File: config.mk
export PLATFORM = sky130hd
export DESIGN_NAME = date_pair_difference_flat
export DESIGN_NICKNAME = d
export VERILOG_FILES = /design/src/design/dpd_pkg.sv /design/src/design/dpd_if.sv /design/src/design/date_pair_difference.sv /design/src/flat_wrapper.sv
export VERILOG_INCLUDE_DIRS = /design/src /design/src/design
export SDC_FILE = /design/constraint.sdc
export NUM_CORES = 2
export LEC_CHECK = 0
export ABC_AREA = 1
export BUFFER_PORTS_ARGS = -buffer_cell sky130_fd_sc_hd__buf_4
export CAP_MARGIN = 10
export CORE_MARGIN = 2
export CORE_UTILIZATION = 46
export CTS_BUF_LIST = sky130_fd_sc_hd__clkbuf_8
export DETAILED_ROUTE_END_ITERATION = 7
export PLACE_DENSITY = 0.6
export SLEW_MARGIN = 20
export SYNTH_ARGS = -nofsm -noshare
export SYNTH_HDL_FRONTEND = slang
export SYNTH_SLANG_ARGS = --single-unit
File: constraint.sdc
create_clock -name i_clk -period 26.6 [get_ports i_clk]
set_input_delay 1.33 -clock i_clk [delete_from_list [all_inputs] [get_ports i_clk]]
set_output_delay 1.33 -clock i_clk [all_outputs]
set_load 0.01 [all_outputs]
File: src/design/assert_macros.svh
// Assertion macros used by the top-level design file.
`ifndef ASSERT_MACROS_SVH
`define ASSERT_MACROS_SVH
`ifndef SYNTHESIS
`define ASSERT_IMPLIES(lbl, clk, rstn, ante, cons, msg) \
    lbl: assert property (@(posedge clk) disable iff (!(rstn)) (ante) |-> (cons)) \
        else $error(msg);
`define ASSERT_NEXT(lbl, clk, rstn, ante, cons, msg) \
    lbl: assert property (@(posedge clk) disable iff (!(rstn)) (ante) |=> (cons)) \
        else $error(msg);
`else
`define ASSERT_IMPLIES(lbl, clk, rstn, ante, cons, msg)
`define ASSERT_NEXT(lbl, clk, rstn, ante, cons, msg)
`endif
`endif

File: src/design/dpd_pkg.sv
// Types, constants and conversion functions for the date pair difference block.
package dpd_pkg;

    localparam int YearW    = 14;
    localparam int MonW     = 4;
    localparam int DayW     = 5;
    localparam int HourW    = 5;
    localparam int MinW     = 6;
    localparam int SecW     = 6;
    localparam int DiffW    = 39;
    localparam int DaysW    = 24;
    localparam int TodW     = 17;
    localparam int DDiffW   = 25;
    localparam int AbsW     = 24;
    localparam int ProdW    = 41;
    localparam int NumStages = 6;

    localparam int SecsPerDay   = 86400;
    localparam int SecsPerHour  = 3600;
    localparam int SecsPerMin   = 60;
    localparam int DaysPerYear  = 365;
    localparam int YearZeroDays = 366;
    localparam int Recip25      = 5243;
    localparam int Recip25Shift = 17;

    typedef struct packed {
        logic [YearW-1:0] year;
        logic [MonW-1:0]  month;
        logic [DayW-1:0]  day;
        logic [HourW-1:0] hour;
        logic [MinW-1:0]  minute;
        logic [SecW-1:0]  second;
    } t_date;

    typedef struct packed {
        logic             yzero;
        logic [22:0]      p365;
        logic [11:0]      p4;
        logic [7:0]       p100;
        logic [5:0]       p400;
        logic [7:0]       y4q;
        logic [5:0]       y16q;
        logic [YearW-1:0] year;
        logic [8:0]       dbm;
        logic             late;
        logic [DayW-1:0]  day;
        logic [TodW-1:0]  tod;
    } t_s1;

    function automatic logic [8:0] days_before(logic [MonW-1:0] m);
        logic [8:0] r;
        unique case (m)
            4'd0, 4'd1: r = 9'd0;
            4'd2:       r = 9'd31;
            4'd3:       r = 9'd59;
            4'd4:       r = 9'd90;
            4'd5:       r = 9'd120;
            4'd6:       r = 9'd151;
            4'd7:       r = 9'd181;
            4'd8:       r = 9'd212;
            4'd9:       r = 9'd243;
            4'd10:      r = 9'd273;
            4'd11:      r = 9'd304;
            4'd12:      r = 9'd334;
            default:    r = 9'd365;
        endcase
        return r;
    endfunction

    function automatic t_s1 conv_stage1(t_date d);
        t_s1              s;
        logic [YearW-1:0] p;
        logic [24:0]      m_p4;
        logic [22:0]      m_p16;
        logic [24:0]      m_y4;
        logic [22:0]      m_y16;
        p      = d.year - YearW'(1);
        m_p4   = 25'(p[YearW-1:2]) * 25'(Recip25);
        m_p16  = 23'(p[YearW-1:4]) * 23'(Recip25);
        m_y4   = 25'(d.year[YearW-1:2]) * 25'(Recip25);
        m_y16  = 23'(d.year[YearW-1:4]) * 23'(Recip25);
        s.yzero = (d.year == '0);
        s.p365  = 23'(p) * 23'(DaysPerYear);
        s.p4    = p[YearW-1:2];
        s.p100  = m_p4[Recip25Shift +: 8];
        s.p400  = m_p16[Recip25Shift +: 6];
        s.y4q   = m_y4[Recip25Shift +: 8];
        s.y16q  = m_y16[Recip25Shift +: 6];
        s.year  = d.year;
        s.dbm   = days_before(d.month);
        s.late  = (d.month >= MonW'(3));
        s.day   = d.day;
        s.tod   = TodW'(d.hour) * TodW'(SecsPerHour) + TodW'(d.minute) * TodW'(SecsPerMin)
                + TodW'(d.second);
        return s;
    endfunction

    function automatic logic [DaysW-1:0] conv_stage2(t_s1 s);
        logic             div100;
        logic             div400;
        logic             leap;
        logic [DaysW-1:0] base;
        div100 = (s.year[1:0] == 2'd0) && ((12'(s.y4q) * 12'd25) == s.year[YearW-1:2]);
        div400 = (s.year[3:0] == 4'd0) && ((10'(s.y16q) * 10'd25) == s.year[YearW-1:4]);
        leap   = (s.year[1:0] == 2'd0) && (!div100 || div400);
        base   = s.yzero ? (DaysW'(0) - DaysW'(YearZeroDays))
                         : (DaysW'(s.p365) + DaysW'(s.p4) - DaysW'(s.p100) + DaysW'(s.p400));
        return base + DaysW'(s.dbm) + DaysW'(leap && s.late) + DaysW'(s.day) - DaysW'(1);
    endfunction

endpackage

File: src/design/dpd_if.sv
// Valid/ready channel interfaces for date pair beats and difference beats.
interface dpd_in_if;
    logic                      valid;
    logic                      ready;
    logic [dpd_pkg::YearW-1:0] first_year;
    logic [dpd_pkg::MonW-1:0]  first_month;
    logic [dpd_pkg::DayW-1:0]  first_day;
    logic [dpd_pkg::HourW-1:0] first_hour;
    logic [dpd_pkg::MinW-1:0]  first_minute;
    logic [dpd_pkg::SecW-1:0]  first_second;
    logic [dpd_pkg::YearW-1:0] second_year;
    logic [dpd_pkg::MonW-1:0]  second_month;
    logic [dpd_pkg::DayW-1:0]  second_day;
    logic [dpd_pkg::HourW-1:0] second_hour;
    logic [dpd_pkg::MinW-1:0]  second_minute;
    logic [dpd_pkg::SecW-1:0]  second_sec;

    modport source (
        output valid, first_year, first_month, first_day, first_hour, first_minute,
               first_second, second_year, second_month, second_day, second_hour,
               second_minute, second_sec,
        input  ready
    );
    modport sink (
        input  valid, first_year, first_month, first_day, first_hour, first_minute,
               first_second, second_year, second_month, second_day, second_hour,
               second_minute, second_sec,
        output ready
    );
endinterface

interface dpd_out_if;
    logic                      valid;
    logic                      ready;
    logic [dpd_pkg::DiffW-1:0] difference;

    modport source (output valid, difference, input ready);
    modport sink (input valid, difference, output ready);
endinterface

File: src/design/date_pair_difference.sv
// Top level: absolute difference of two Gregorian date-times, in seconds or whole days.
//
// Each beat carries two date-times; each is turned into a day count since
// 0001-01-01 and a second-of-day count, the two are subtracted, and the
// difference is given in seconds or, with days_mode set, in whole days.
// The block takes one beat per cycle while its output is not stalled, and
// delivers each result through a six-stage pipeline: year division and table
// lookup, day count, subtraction and normalisation, magnitude, the multiply
// by 86400, and the final add and unit select. A stalled output holds every
// full stage, while bubbles behind it close up; no beat is lost or repeated.
// The user must write days_mode through the configuration port while no beat is in flight; it is unchecked.
`include "assert_macros.svh"

module date_pair_difference (
    input  logic       i_clk,
    input  logic       i_rst_n,
    input  logic       i_cfg_wr_en,
    input  logic       i_cfg_wr_data,
    dpd_in_if.sink     i_src,
    dpd_out_if.source  o_res
);

    typedef struct packed {
        dpd_pkg::t_s1 a;
        dpd_pkg::t_s1 b;
    } t_st1;

    typedef struct packed {
        logic [dpd_pkg::DaysW-1:0] days_a;
        logic [dpd_pkg::DaysW-1:0] days_b;
        logic [dpd_pkg::TodW-1:0]  tod_a;
        logic [dpd_pkg::TodW-1:0]  tod_b;
    } t_st2;

    typedef struct packed {
        logic signed [dpd_pkg::DDiffW-1:0] days;
        logic [dpd_pkg::TodW-1:0]          tod;
    } t_st3;

    typedef struct packed {
        logic                     neg;
        logic [dpd_pkg::AbsW-1:0] abs_days;
        logic [dpd_pkg::TodW-1:0] tod;
    } t_st4;

    typedef struct packed {
        logic                      neg;
        logic [dpd_pkg::ProdW-1:0] prod;
        logic [dpd_pkg::AbsW-1:0]  whole_days;
        logic [dpd_pkg::TodW-1:0]  tod;
    } t_st5;

    logic                            r_days_mode;
    logic [dpd_pkg::NumStages-1:0]   r_vld;
    logic [dpd_pkg::NumStages-1:0]   s_adv;
    t_st1                            r_s1;
    t_st2                            r_s2;
    t_st3                            r_s3;
    t_st4                            r_s4;
    t_st5                            r_s5;
    logic [dpd_pkg::DiffW-1:0]       r_res;

    dpd_pkg::t_date                  s_date_a;
    dpd_pkg::t_date                  s_date_b;
    logic signed [dpd_pkg::DDiffW-1:0] s3_d;
    logic signed [18:0]              s3_t;
    logic signed [18:0]              s3_tn;
    logic signed [dpd_pkg::DDiffW-1:0] s3_dn;
    logic [dpd_pkg::DDiffW-1:0]      s4_abs;
    logic [dpd_pkg::ProdW-1:0]       s6_secs;
    logic [dpd_pkg::DiffW-1:0]       n_res;

    always_comb begin
        s_adv[dpd_pkg::NumStages-1] = !r_vld[dpd_pkg::NumStages-1] || o_res.ready;
        for (int k = dpd_pkg::NumStages - 2; k >= 0; k--) begin
            s_adv[k] = !r_vld[k] || s_adv[k+1];
        end
    end

    assign i_src.ready      = s_adv[0];
    assign o_res.valid      = r_vld[dpd_pkg::NumStages-1];
    assign o_res.difference = r_res;

    assign s_date_a = '{year: i_src.first_year, month: i_src.first_month,
                        day: i_src.first_day, hour: i_src.first_hour,
                        minute: i_src.first_minute, second: i_src.first_second};
    assign s_date_b = '{year: i_src.second_year, month: i_src.second_month,
                        day: i_src.second_day, hour: i_src.second_hour,
                        minute: i_src.second_minute, second: i_src.second_sec};

    always_comb begin
        s3_d = {r_s2.days_a[dpd_pkg::DaysW-1], r_s2.days_a}
             - {r_s2.days_b[dpd_pkg::DaysW-1], r_s2.days_b};
        s3_t = {2'b00, r_s2.tod_a} - {2'b00, r_s2.tod_b};
        priority if (s3_t < -19'sd86400) begin
            s3_tn = s3_t + 19'sd172800;
            s3_dn = s3_d - 25'sd2;
        end else if (s3_t < 19'sd0) begin
            s3_tn = s3_t + 19'sd86400;
            s3_dn = s3_d - 25'sd1;
        end else if (s3_t >= 19'sd86400) begin
            s3_tn = s3_t - 19'sd86400;
            s3_dn = s3_d + 25'sd1;
        end else begin
            s3_tn = s3_t;
            s3_dn = s3_d;
        end
    end

    assign s4_abs  = r_s3.days[dpd_pkg::DDiffW-1] ? (dpd_pkg::DDiffW'(0) - r_s3.days)
                                                   : r_s3.days;
    assign s6_secs = r_s5.neg ? (r_s5.prod - dpd_pkg::ProdW'(r_s5.tod))
                              : (r_s5.prod + dpd_pkg::ProdW'(r_s5.tod));
    assign n_res   = r_days_mode ? dpd_pkg::DiffW'(r_s5.whole_days) : s6_secs[dpd_pkg::DiffW-1:0];

    always_ff @(posedge i_clk) begin
        if (!i_rst_n) begin
            r_days_mode <= 1'b0;
            r_vld       <= '0;
        end else begin
            if (i_cfg_wr_en) begin
                r_days_mode <= i_cfg_wr_data;
            end
            if (s_adv[0]) begin
                r_vld[0] <= i_src.valid;
            end
            for (int k = 1; k < dpd_pkg::NumStages; k++) begin
                if (s_adv[k]) begin
                    r_vld[k] <= r_vld[k-1];
                end
            end
        end
    end

    always_ff @(posedge i_clk) begin
        if (s_adv[0]) begin
            r_s1.a <= dpd_pkg::conv_stage1(s_date_a);
            r_s1.b <= dpd_pkg::conv_stage1(s_date_b);
        end
        if (s_adv[1]) begin
            r_s2.days_a <= dpd_pkg::conv_stage2(r_s1.a);
            r_s2.days_b <= dpd_pkg::conv_stage2(r_s1.b);
            r_s2.tod_a  <= r_s1.a.tod;
            r_s2.tod_b  <= r_s1.b.tod;
        end
        if (s_adv[2]) begin
            r_s3.days <= s3_dn;
            r_s3.tod  <= s3_tn[dpd_pkg::TodW-1:0];
        end
        if (s_adv[3]) begin
            r_s4.neg      <= r_s3.days[dpd_pkg::DDiffW-1];
            r_s4.abs_days <= s4_abs[dpd_pkg::AbsW-1:0];
            r_s4.tod      <= r_s3.tod;
        end
        if (s_adv[4]) begin
            r_s5.neg        <= r_s4.neg;
            r_s5.prod       <= dpd_pkg::ProdW'(r_s4.abs_days)
                             * dpd_pkg::ProdW'(dpd_pkg::SecsPerDay);
            r_s5.whole_days <= (r_s4.neg && r_s4.tod != '0)
                             ? (r_s4.abs_days - dpd_pkg::AbsW'(1)) : r_s4.abs_days;
            r_s5.tod        <= r_s4.tod;
        end
        if (s_adv[5]) begin
            r_res <= n_res;
        end
    end

    `ASSERT_IMPLIES(a_days_floor, i_clk, i_rst_n, r_vld[1],
        $signed(r_s2.days_a) >= -24'sd367 && $signed(r_s2.days_b) >= -24'sd367,
        "day count below year zero")
    `ASSERT_IMPLIES(a_tod_norm, i_clk, i_rst_n, r_vld[2],
        r_s3.tod < dpd_pkg::TodW'(dpd_pkg::SecsPerDay), "second of day not normalised")
    `ASSERT_IMPLIES(a_neg_nonzero, i_clk, i_rst_n, r_vld[3] && r_s4.neg,
        r_s4.abs_days != '0, "negative day difference with zero magnitude")
    `ASSERT_NEXT(a_stage_hold, i_clk, i_rst_n, r_vld[4] && !s_adv[4],
        r_vld[4] && $stable(r_s5.prod), "stalled stage lost its beat")

endmodule
File: src/flat_wrapper.sv
// flat-port wrapper written by rule: the top's interface ports become plain ports
module date_pair_difference_flat 
  (i_clk, i_rst_n, i_cfg_wr_en, i_cfg_wr_data, i_src_valid, i_src_first_year, i_src_first_month, i_src_first_day, i_src_first_hour, i_src_first_minute, i_src_first_second, i_src_second_year, i_src_second_month, i_src_second_day, i_src_second_hour, i_src_second_minute, i_src_second_sec, i_src_ready, o_res_valid, o_res_difference, o_res_ready);
  dpd_in_if i_src_i ();
  dpd_out_if o_res_i ();
  input  logic i_clk;
  input  logic i_rst_n;
  input  logic i_cfg_wr_en;
  input  logic i_cfg_wr_data;
  input wire logic [$bits(i_src_i.valid)-1:0] i_src_valid;
  input wire logic [$bits(i_src_i.first_year)-1:0] i_src_first_year;
  input wire logic [$bits(i_src_i.first_month)-1:0] i_src_first_month;
  input wire logic [$bits(i_src_i.first_day)-1:0] i_src_first_day;
  input wire logic [$bits(i_src_i.first_hour)-1:0] i_src_first_hour;
  input wire logic [$bits(i_src_i.first_minute)-1:0] i_src_first_minute;
  input wire logic [$bits(i_src_i.first_second)-1:0] i_src_first_second;
  input wire logic [$bits(i_src_i.second_year)-1:0] i_src_second_year;
  input wire logic [$bits(i_src_i.second_month)-1:0] i_src_second_month;
  input wire logic [$bits(i_src_i.second_day)-1:0] i_src_second_day;
  input wire logic [$bits(i_src_i.second_hour)-1:0] i_src_second_hour;
  input wire logic [$bits(i_src_i.second_minute)-1:0] i_src_second_minute;
  input wire logic [$bits(i_src_i.second_sec)-1:0] i_src_second_sec;
  output wire logic [$bits(i_src_i.ready)-1:0] i_src_ready;
  output wire logic [$bits(o_res_i.valid)-1:0] o_res_valid;
  output wire logic [$bits(o_res_i.difference)-1:0] o_res_difference;
  input wire logic [$bits(o_res_i.ready)-1:0] o_res_ready;
  assign i_src_i.valid = i_src_valid;
  assign i_src_i.first_year = i_src_first_year;
  assign i_src_i.first_month = i_src_first_month;
  assign i_src_i.first_day = i_src_first_day;
  assign i_src_i.first_hour = i_src_first_hour;
  assign i_src_i.first_minute = i_src_first_minute;
  assign i_src_i.first_second = i_src_first_second;
  assign i_src_i.second_year = i_src_second_year;
  assign i_src_i.second_month = i_src_second_month;
  assign i_src_i.second_day = i_src_second_day;
  assign i_src_i.second_hour = i_src_second_hour;
  assign i_src_i.second_minute = i_src_second_minute;
  assign i_src_i.second_sec = i_src_second_sec;
  assign i_src_ready = i_src_i.ready;
  assign o_res_valid = o_res_i.valid;
  assign o_res_difference = o_res_i.difference;
  assign o_res_i.ready = o_res_ready;
  date_pair_difference u_core (.i_clk(i_clk), .i_rst_n(i_rst_n), .i_cfg_wr_en(i_cfg_wr_en), .i_cfg_wr_data(i_cfg_wr_data), .i_src(i_src_i), .o_res(o_res_i));
endmodule
==> flow_metrics.tcl <==
set metrics [dict create \
    ant_nets 0 \
    cpMaxStageDelayCell "xor2_1" \
    status "complete, no violations" \
    port_buffers 126 \
    post_cts_buffers 0 \
    tightest_slew_ns 1.11 \
    finClkSkew_ns 0.0431 \
    rsz0062_at_grt "no" \
    fmax_mhz 139 \
    synthTopCellsByCount "inv_1, nand2_1, ha_1" \
    nNetsFinal 8715 \
    area_delta_synth_final_pct 8.45 \
    synth_area_sq_um 60400 \
    start_kind "primary input" \
    path_common_cell "inv_1" \
    die_h_um 366 \
    dp_hpwl_um 123000 \
    cts_tree "yes" \
    grt_pass1_wl_um 238000 \
    hold_path.startpoint "u_core.r_s1[123]" \
    fillers 12433 \
    worst-path-max-fanout 7 \
    tns_ns 0 \
    maxCapViolCount 0 \
    core_region_area_sq_um 130000 \
    timing.rr.start "u_core.r_s1[54]" \
    insertion_delay_ns 0.82 \
    drive_gt1_share_pct 5.08 \
    yosysMostFrequentCell "inv_1" \
    wl_um 144000 \
    synth_top_area_share_pct 24.8 \
    drc 0 \
    yosysUniqueCellTypes 59 \
    finalSetupViolCount 0 \
    hp-class "register to register" \
    ys_async_sr_fraction_pct 0 \
    ys_seq_elements 506 \
    ys.flop_type "edfxtp_1" \
    synth_top_cell_by_area "edfxtp_1" \
    slew_headroom_pct 26.0 \
    dieArea_sq_um 134000 \
    cp.buffers_inverters 7 \
    slowest_delay_ns 0.55 \
    fin_util_pct 50.4 \
    ys_seq_area_share_pct 25.1 \
    syn-num-nets 8521 \
    avgViaCountPerCell 5.08 \
    antenna_found_initial 6 \
    grt_pass1_vias 45922 \
    worst-setup-path-type "primary input to register" \
    ioPinCount 127 \
    postCtsHoldBufs 0 \
    grt_overflow 0 \
    instances_no_fill 8914 \
    post-place-cells 8746 \
    syn_inst 6904 \
    dr.pass1.iters 6 \
    crit_start "i_src_second_year[3]" \
    syn_area_per_cell_sq_um 8.74 \
    track_usage_pct 21.9 \
    cts_resized 0 \
    crit_family "adder cells" \
    period_minus_slack_ns 7.19 \
    crit_arrival_ns 7.73 \
    clock-root-buffer "clkbuf_8" \
    grt_start_max_net_pins 77 \
    initial_utilization_pct 46.5 \
    fin_crit_sh_pct 27.0 \
    vias 45255 \
    ys_warn_count 0 \
    hold_viol 0 \
    clk_pin_slew_ns 0.06 \
    endpoint_kind "register" \
    cts.sinks 506 \
    finalMaxSlewViolations 0 \
    drtIter0Drc 2672 \
    synthTopCellsByArea "edfxtp_1, ha_1, fa_1, inv_1, nand2_1" \
    synth_edf_count 499 \
    rows 132 \
    htreeDepth 3 \
    numCtsBuffers 92 \
    gp_congestion 0.955 \
    cts_buffer_depth 3 \
    crit_required_ns 27.14 \
    avgRoutedWirePerCell_um 16.2 \
    die_w_um 366 \
]
-- kinds of logic (layout without fill, tap and decap cells) --
logic type               after synthesis  in the layout  synth area share (%)
flip-flops                           506            506                  25.1
adder cells (fa/ha/maj)             1531           1531                  37.3
buffers and inverters               1592           1858                  9.97
XOR/XNOR                             354            354                  5.15
AO/OA/AOI/OAI                        870            870                  8.07
AND/OR/NAND/NOR                     2051           2051                  14.4
other                                  0              2                     0
-- placed cells by master, fill, tap and decap left out, types with 92 or more instances in the layout --
| cell type | synthesis | routed |
|---|---|---|
| fa_1 | 449 | 449 |
| nand3_1 | 243 | 243 |
| nand2_1 | 1084 | 1083 |
| inv_1 | 1537 | 1546 |
| xnor2_1 | 100 | 100 |
| buf_4 | 2 | 141 |
| xor2_1 | 253 | 253 |
| a21oi_1 | 431 | 431 |
| nor2_1 | 427 | 427 |
| ha_1 | 1082 | 1082 |
| edfxtp_1 | 499 | 499 |
| o21ai_0 | 225 | 225 |
| nand4_1 | 97 | 97 |
| clkbuf_8 | 0 | 92 |
-- layout make-up --
type                            instances  area, sq um  area share [%]
Antenna cell                            2         5.00         0.00764
Clock buffer                           92         1270            1.93
Clock inverter                         74          786            1.20
Inverter                             1551         5820            8.89
Multi-Input combinational cell       4806        39200            59.9
Sequential cell                       506        15100            23.1
Tap cell                             1742         2180            3.33
Timing Repair Buffer                  141         1060            1.62
-- registers in the layout, indices dropped and copies added (netlist names) --
| signal | flops |
|---|---|
| u_core.r_days_mode | 1 |
| u_core.r_s5 | 74 |
| u_core.r_s2 | 82 |
| u_core.r_vld | 6 |
| u_core.r_s4 | 42 |
| u_core.o_res.difference | 39 |
| u_core.r_s3 | 42 |
| u_core.r_s1 | 220 |
-- stage by stage --
step / worst slack, ns / area (sq um) / hold slack, ns
finish: 19.41 / 65500 / 0.403
global route: 18.99 / 65500 / 0.415
CTS: 19.55 / 65500 / 0.397
detailed placement: 18.69 / 63400 / 0.405
global placement: 18.84 / 63400 / 0.400
floorplan: 14.65 / 60400 / 0.400
-- worst paths after layout --
kind / endpoint / slack, ns / cells after the start
min reg2reg: u_core.r_s2[30] / 0.40 / 0
max: u_core.r_s1[62] / 19.41 / 26
min: u_core.r_s2[30] / 0.40 / 0
max reg2reg: u_core.r_s2[55] / 19.49 / 30
-- metal layers --
metal | vias up | part of all wire [%] | GRT usage (%)
li1 | 22892 | - | -
met1 | 21392 | 48 | 30.2
met2 | 804 | 46 | 36.1
met3 | 167 | 4.7 | 3.07
met4 | 0 | 2.1 | 5.41
met5 | - | 0 | 0
-- worst reg2reg max path: cells and delay by family, from the launching register on --
family          cells  cell delay [ns]
fa+ha+maj           8             2.61
flops               1             0.46
xor+xnor            1             0.15
simple gates        6             0.74
buf+inv             3             0.21
compound gates     12             2.70
Power is not shown: default switching activity piles up to over one toggle a cycle in this logic, so the estimate is an artifact.
